**src/sv/miu_pkg.sv**
```systemverilog
`timescale 1ns / 1ps
package miu_pkg;

  localparam logic [4:0] ACT_ADD32 = 5'd0;
  localparam logic [4:0] ACT_ADD64 = 5'd1;
  localparam logic [4:0] ACT_SUB32 = 5'd2;
  localparam logic [4:0] ACT_SUB64 = 5'd3;
  localparam logic [4:0] ACT_MULT  = 5'd4;
  localparam logic [4:0] ACT_DIV   = 5'd5;
  localparam logic [4:0] ACT_MOVZ  = 5'd6;
  localparam logic [4:0] ACT_MOVN  = 5'd7;
  localparam logic [4:0] ACT_SLTI  = 5'd8;
  localparam logic [4:0] ACT_SLT   = 5'd9;
  localparam logic [4:0] ACT_BEQ   = 5'd10;
  localparam logic [4:0] ACT_BNE   = 5'd11;
  localparam logic [4:0] ACT_BGEZ  = 5'd12;
  localparam logic [4:0] ACT_BLTZ  = 5'd13;
  localparam logic [4:0] ACT_BLEZ  = 5'd14;
  localparam logic [4:0] ACT_BGTZ  = 5'd15;
  localparam logic [4:0] ACT_SET   = 5'd16;

  localparam int NumRegs   = 32;
  localparam int RegWidth  = 64;
  localparam int QueueDepth = 2;

  localparam logic [31:0] WordOnes = 32'hFFFF_FFFF;
  localparam logic [31:0] WordMin  = 32'h8000_0000;

  typedef struct packed {
    logic [4:0]  action;
    logic [4:0]  rs;
    logic [4:0]  rt;
    logic [4:0]  widx;
    logic [15:0] imm;
    logic        sgn;
    logic        unit;
    logic        half;
    logic        likely;
    logic [63:0] load;
  } req_t;

  function automatic logic [63:0] sext32(input logic [31:0] w);
    sext32 = {{32{w[31]}}, w};
  endfunction

  function automatic logic [63:0] place_word(input logic wide, input logic [63:0] old,
                                             input logic [31:0] w);
    place_word = wide ? sext32(w) : {old[63:32], w};
  endfunction

endpackage

```
**src/sv/miu_front.sv**
```systemverilog
`timescale 1ns / 1ps
module miu_front (
  input  logic              clk_i,
  input  logic              rst_ni,
  input  logic              push,
  output logic              full,
  input  logic [4:0]        action_i,
  input  logic [4:0]        rs_index_i,
  input  logic [4:0]        rt_index_i,
  input  logic [4:0]        rd_index_i,
  input  logic [15:0]       immediate_i,
  input  logic              signed_op_i,
  input  logic              unit_select_i,
  input  logic              word_half_i,
  input  logic              likely_i,
  input  logic [63:0]       load_value_i,
  output logic              head_valid_o,
  output miu_pkg::req_t     head_o,
  input  logic              head_pop_i
);
  import miu_pkg::*;

  req_t       slot_q [QueueDepth];
  req_t       req;
  logic       wptr_q, rptr_q;
  logic [1:0] count_q, count_d;
  logic       do_push, do_pop;

  // classify: slti writes rt, everything else rd
  always_comb begin
    req.action = action_i;
    req.rs     = rs_index_i;
    req.rt     = rt_index_i;
    req.widx   = (action_i == ACT_SLTI) ? rt_index_i : rd_index_i;
    req.imm    = immediate_i;
    req.sgn    = signed_op_i;
    req.unit   = unit_select_i;
    req.half   = word_half_i;
    req.likely = likely_i;
    req.load   = load_value_i;
  end

  assign full         = (count_q == 2'(QueueDepth));
  assign do_push      = push && !full;
  assign head_valid_o = (count_q != 2'd0);
  assign do_pop       = head_pop_i && head_valid_o;
  assign head_o       = slot_q[rptr_q];
  assign count_d      = count_q + {1'b0, do_push} - {1'b0, do_pop};

  always_ff @(posedge clk_i) begin
    if (do_push) begin
      slot_q[wptr_q] <= req;
    end
  end

  always_ff @(posedge clk_i or negedge rst_ni) begin
    if (!rst_ni) begin
      wptr_q  <= 1'b0;
      rptr_q  <= 1'b0;
      count_q <= 2'd0;
    end else begin
      if (do_push) wptr_q <= ~wptr_q;
      if (do_pop) rptr_q <= ~rptr_q;
      count_q <= count_d;
    end
  end
endmodule

```
**config.mk**
```make
export PLATFORM = sky130hd
export DESIGN_NAME = miu_front
export DESIGN_NICKNAME = d
export VERILOG_FILES = /design/src/sv/miu_pkg.sv /design/src/sv/miu_front.sv
export SDC_FILE = /design/constraint.sdc
export NUM_CORES = 1
export LEC_CHECK = 0
export ABC_AREA = 1
export ABC_CLOCK_PERIOD_IN_PS = 9850
export BUFFER_PORTS_ARGS = -buffer_cell sky130_fd_sc_hd__buf_4
export CORE_MARGIN = 4
export CORE_UTILIZATION = 28
export DETAILED_ROUTE_END_ITERATION = 12
export SLEW_MARGIN = 20
export SYNTH_ARGS = -nofsm -noshare
export SYNTH_HDL_FRONTEND = slang
export SYNTH_SLANG_ARGS = --single-unit
export TNS_END_PERCENT = 10
```
**constraint.sdc**
```tcl
create_clock -name clk_i -period 9.85 [get_ports clk_i]
set_clock_uncertainty 0.05 [all_clocks]
set_input_delay 1.4775 -clock clk_i [delete_from_list [all_inputs] [get_ports clk_i]]
set_output_delay 1.4775 -clock clk_i [all_outputs]
set_load 0.05 [all_outputs]
```
==> flow_metrics.env <==
export IMPL_core_um2=27900
export IMPL_grt_pass1_vias=4840
export IMPL_ys_ff_latch=212
export IMPL_drtIter0Drc=245
export IMPL_overflow=0
export IMPL_period_share=0.446
export IMPL_io_pins=214
export IMPL_required_ps=8320
export IMPL_synth_fp_nets=702
export IMPL_syn_cell_area_um2=7910
export IMPL_die_y_um=176
export IMPL_final_common_cell="nand2_1"
export IMPL_dp_slack_ps=5940
export IMPL_synthCells=592
export IMPL_status="finished clean"
export IMPL_synth_distinct_cells=19
export IMPL_max_cap_violations=0
export IMPL_setup_tns_ps=0
export IMPL_switchingPower_mw=1.71
export IMPL_report_final_slew_viol_count=0
export IMPL_wl_mm=18.0
export IMPL_die_width_um=176
export IMPL_design_area_um2=10500
export IMPL_area_growth_pct=33.2
export IMPL_drtAntennaViolNets=0
export IMPL_fin_ws_ps=5460
export IMPL_placed_cell_area_um2=9870
export IMPL_clockBufferDepth=3
export IMPL_yosysSeqAreaShare=0.802
export IMPL_yosysWarnings=0
export IMPL_ir_drop_mv=0.194
export IMPL_grt_max_degree=57
export IMPL_total_power_mw=3.82
export IMPL_place_hpwl_mm=11.8
export IMPL_grtUsageTotal=0.109
export IMPL_rsz0062_at_grt="false"
export IMPL_grtUsageMet1=0.136
export IMPL_floorplan_initialDensity=0.284
export IMPL_num_nets_final=922
export IMPL_num_antenna_cells=0
export IMPL_endpoint_kind="output pin"
export IMPL_tightest_slew_ps=813
export IMPL_remaining_drc_errors=0
export IMPL_min_path_type="flop to flop"
export IMPL_portBuffers=213
export IMPL_setup_viol=0
export IMPL_postCtsResizedCells=0
export IMPL_hold_viol_final=0
export IMPL_rows=61
export IMPL_final_cell_mix="nand2_1, buf_4, edfxtp_1, clkbuf_16"
export IMPL_power_internal_mw=2.12
export IMPL_via_per_inst=4.06
export IMPL_worstSkewPairLatency_ps=490
export IMPL_timing_slew_headroom=0.458
export IMPL_seq_power_share=0.344
export IMPL_htree_levels=1
export IMPL_antenna_found_initial=0
export IMPL_path_class="flop to output pin"
export IMPL_combPwrFrac=0.457
export IMPL_gp_congestion=0.743
export IMPL_post_cts_buffers=0
export IMPL_grt_busiest_layer="met2"
export IMPL_die_area_um2=31000
export IMPL_gr_usage_met2=0.185
export IMPL_drive_above_1_share=0.308
export IMPL_clkTransAtPathRegs_ps=60
export IMPL_crit_fanout=56
export IMPL_dr_total_vias=4890
export IMPL_wire_per_inst_um=15.0
export IMPL_fin_crit_ps=4390
export IMPL_fmax_ghz=0.228
export IMPL_critPathArrivalTime_ps=2870
export IMPL_holdWs_ps=434
export IMPL_cts_root_buf="clkbuf_16"
export IMPL_numCtsBuffers=23
export IMPL_switching_share=0.447
export IMPL_power_share_clock=0.199
export IMPL_p_leak_nw=4.42
export IMPL_powerDensity_nw_per_um2=363
export IMPL_cts_hold_buf=0
export IMPL_cts_sink_count=212
export IMPL_grt_pass1_wl_mm=26.7
export IMPL_start_kind="flop"
export IMPL_drt_pass1_iterations=4
export IMPL_use_met3=0.0300
export IMPL_syn_avg_cell_area_um2=13.4
export IMPL_cts_tree="built"
[through the flow]
stage                      util  instances
after floorplan               -        592
after global placement    0.354       1165
after detailed placement  0.354       1165
after CTS                 0.378       1203
after global routing      0.378       1203
final                     0.378       1203
[final timing paths]
kind | from | end | slack (ps) | cells after the start
max | rptr_q$_DFFE_PN0P_ | head_o[45] | 5460 | 5
min in group asynchronous | rst_ni | count_q[0]$_DFF_PN0_ | 730 | 1
min | wptr_q$_DFFE_PN0N_ | wptr_q$_DFFE_PN0N_ | 430 | 2
max reg2reg | count_q[1]$_DFF_PN0_ | slot_q[1][47]$_DFFE_PP_ | 7290 | 5
max in group asynchronous | rst_ni | rptr_q$_DFFE_PN0P_ | 8900 | 1
min reg2reg | wptr_q$_DFFE_PN0N_ | wptr_q$_DFFE_PN0N_ | 430 | 2
[area by class of cell]
| class | count | area (um2) |
|---|---|---|
| Clock buffer | 32 | 639 |
| Clock inverter | 6 | 28.8 |
| Fill cell | 2650 | 17300 |
| Inverter | 8 | 35.0 |
| Multi-Input combinational cell | 349 | 1380 |
| Sequential cell | 212 | 6350 |
| Tap cell | 378 | 473 |
| Timing Repair Buffer | 218 | 1640 |
[logic make-up (layout without fill, tap and decap cells)]
kind of cell,Yosys count,count (layout),synth area share
AND/OR/NAND/NOR,342,342,0.165
adder cells (fa/ha/maj),2,2,0.00316
AO/OA/AOI/OAI,3,3,0.00301
XOR/XNOR,2,2,0.00221
buffers and inverters,31,264,0.0247
flip-flops,212,212,0.802
[synthesized netlist by cell type (all sizes together)]
cell,count,share of area
buf,23,0.021
dfrtp,4,0.013
edfxtp,208,0.79
ha,2,0.0032
inv,8,0.0041
nand2,331,0.16
nand3,1,0.00063
nand4,5,0.0040
nor2,4,0.0022
o211ai,1,0.00095
o21a,1,0.00095
o21ai,1,0.0011
or2,1,0.00079
xnor2,1,0.0011
xor2,1,0.0011
[power groups by stage]
| stage | Clock, mW | Sequential (mW) | Combinational, mW |
|---|---|---|---|
| after detailed placement | 0 | 1.34 | 1.78 |
| after global placement | 0 | 1.33 | 1.77 |
| after floorplan | 0 | 1.31 | 1.27 |
| final | 0.761 | 1.32 | 1.75 |
| after CTS | 0.789 | 1.32 | 1.78 |
| after global routing | 0.826 | 1.34 | 1.86 |
[per-layer routing]
| layer | routed length (um) | share of wire |
|---|---|---|
| met5 | 0 | 0 |
| met4 | 391 | 0.022 |
| met3 | 1420 | 0.079 |
| met2 | 8690 | 0.48 |
| met1 | 7500 | 0.42 |
[critical path: stages (launching register included)]
cell and delay [ps]:
dfrtp_4 700, inv_4 500, buf_4 610, nand2_1 100, nand2_1 140, buf_4 220
[state kept, by name, indices dropped and copies added, names as in the netlist]
register  flops
slot_q      208
count_q       2
rptr_q        1
wptr_q        1
No activity file was read; power rests on OpenSTA's default activity.
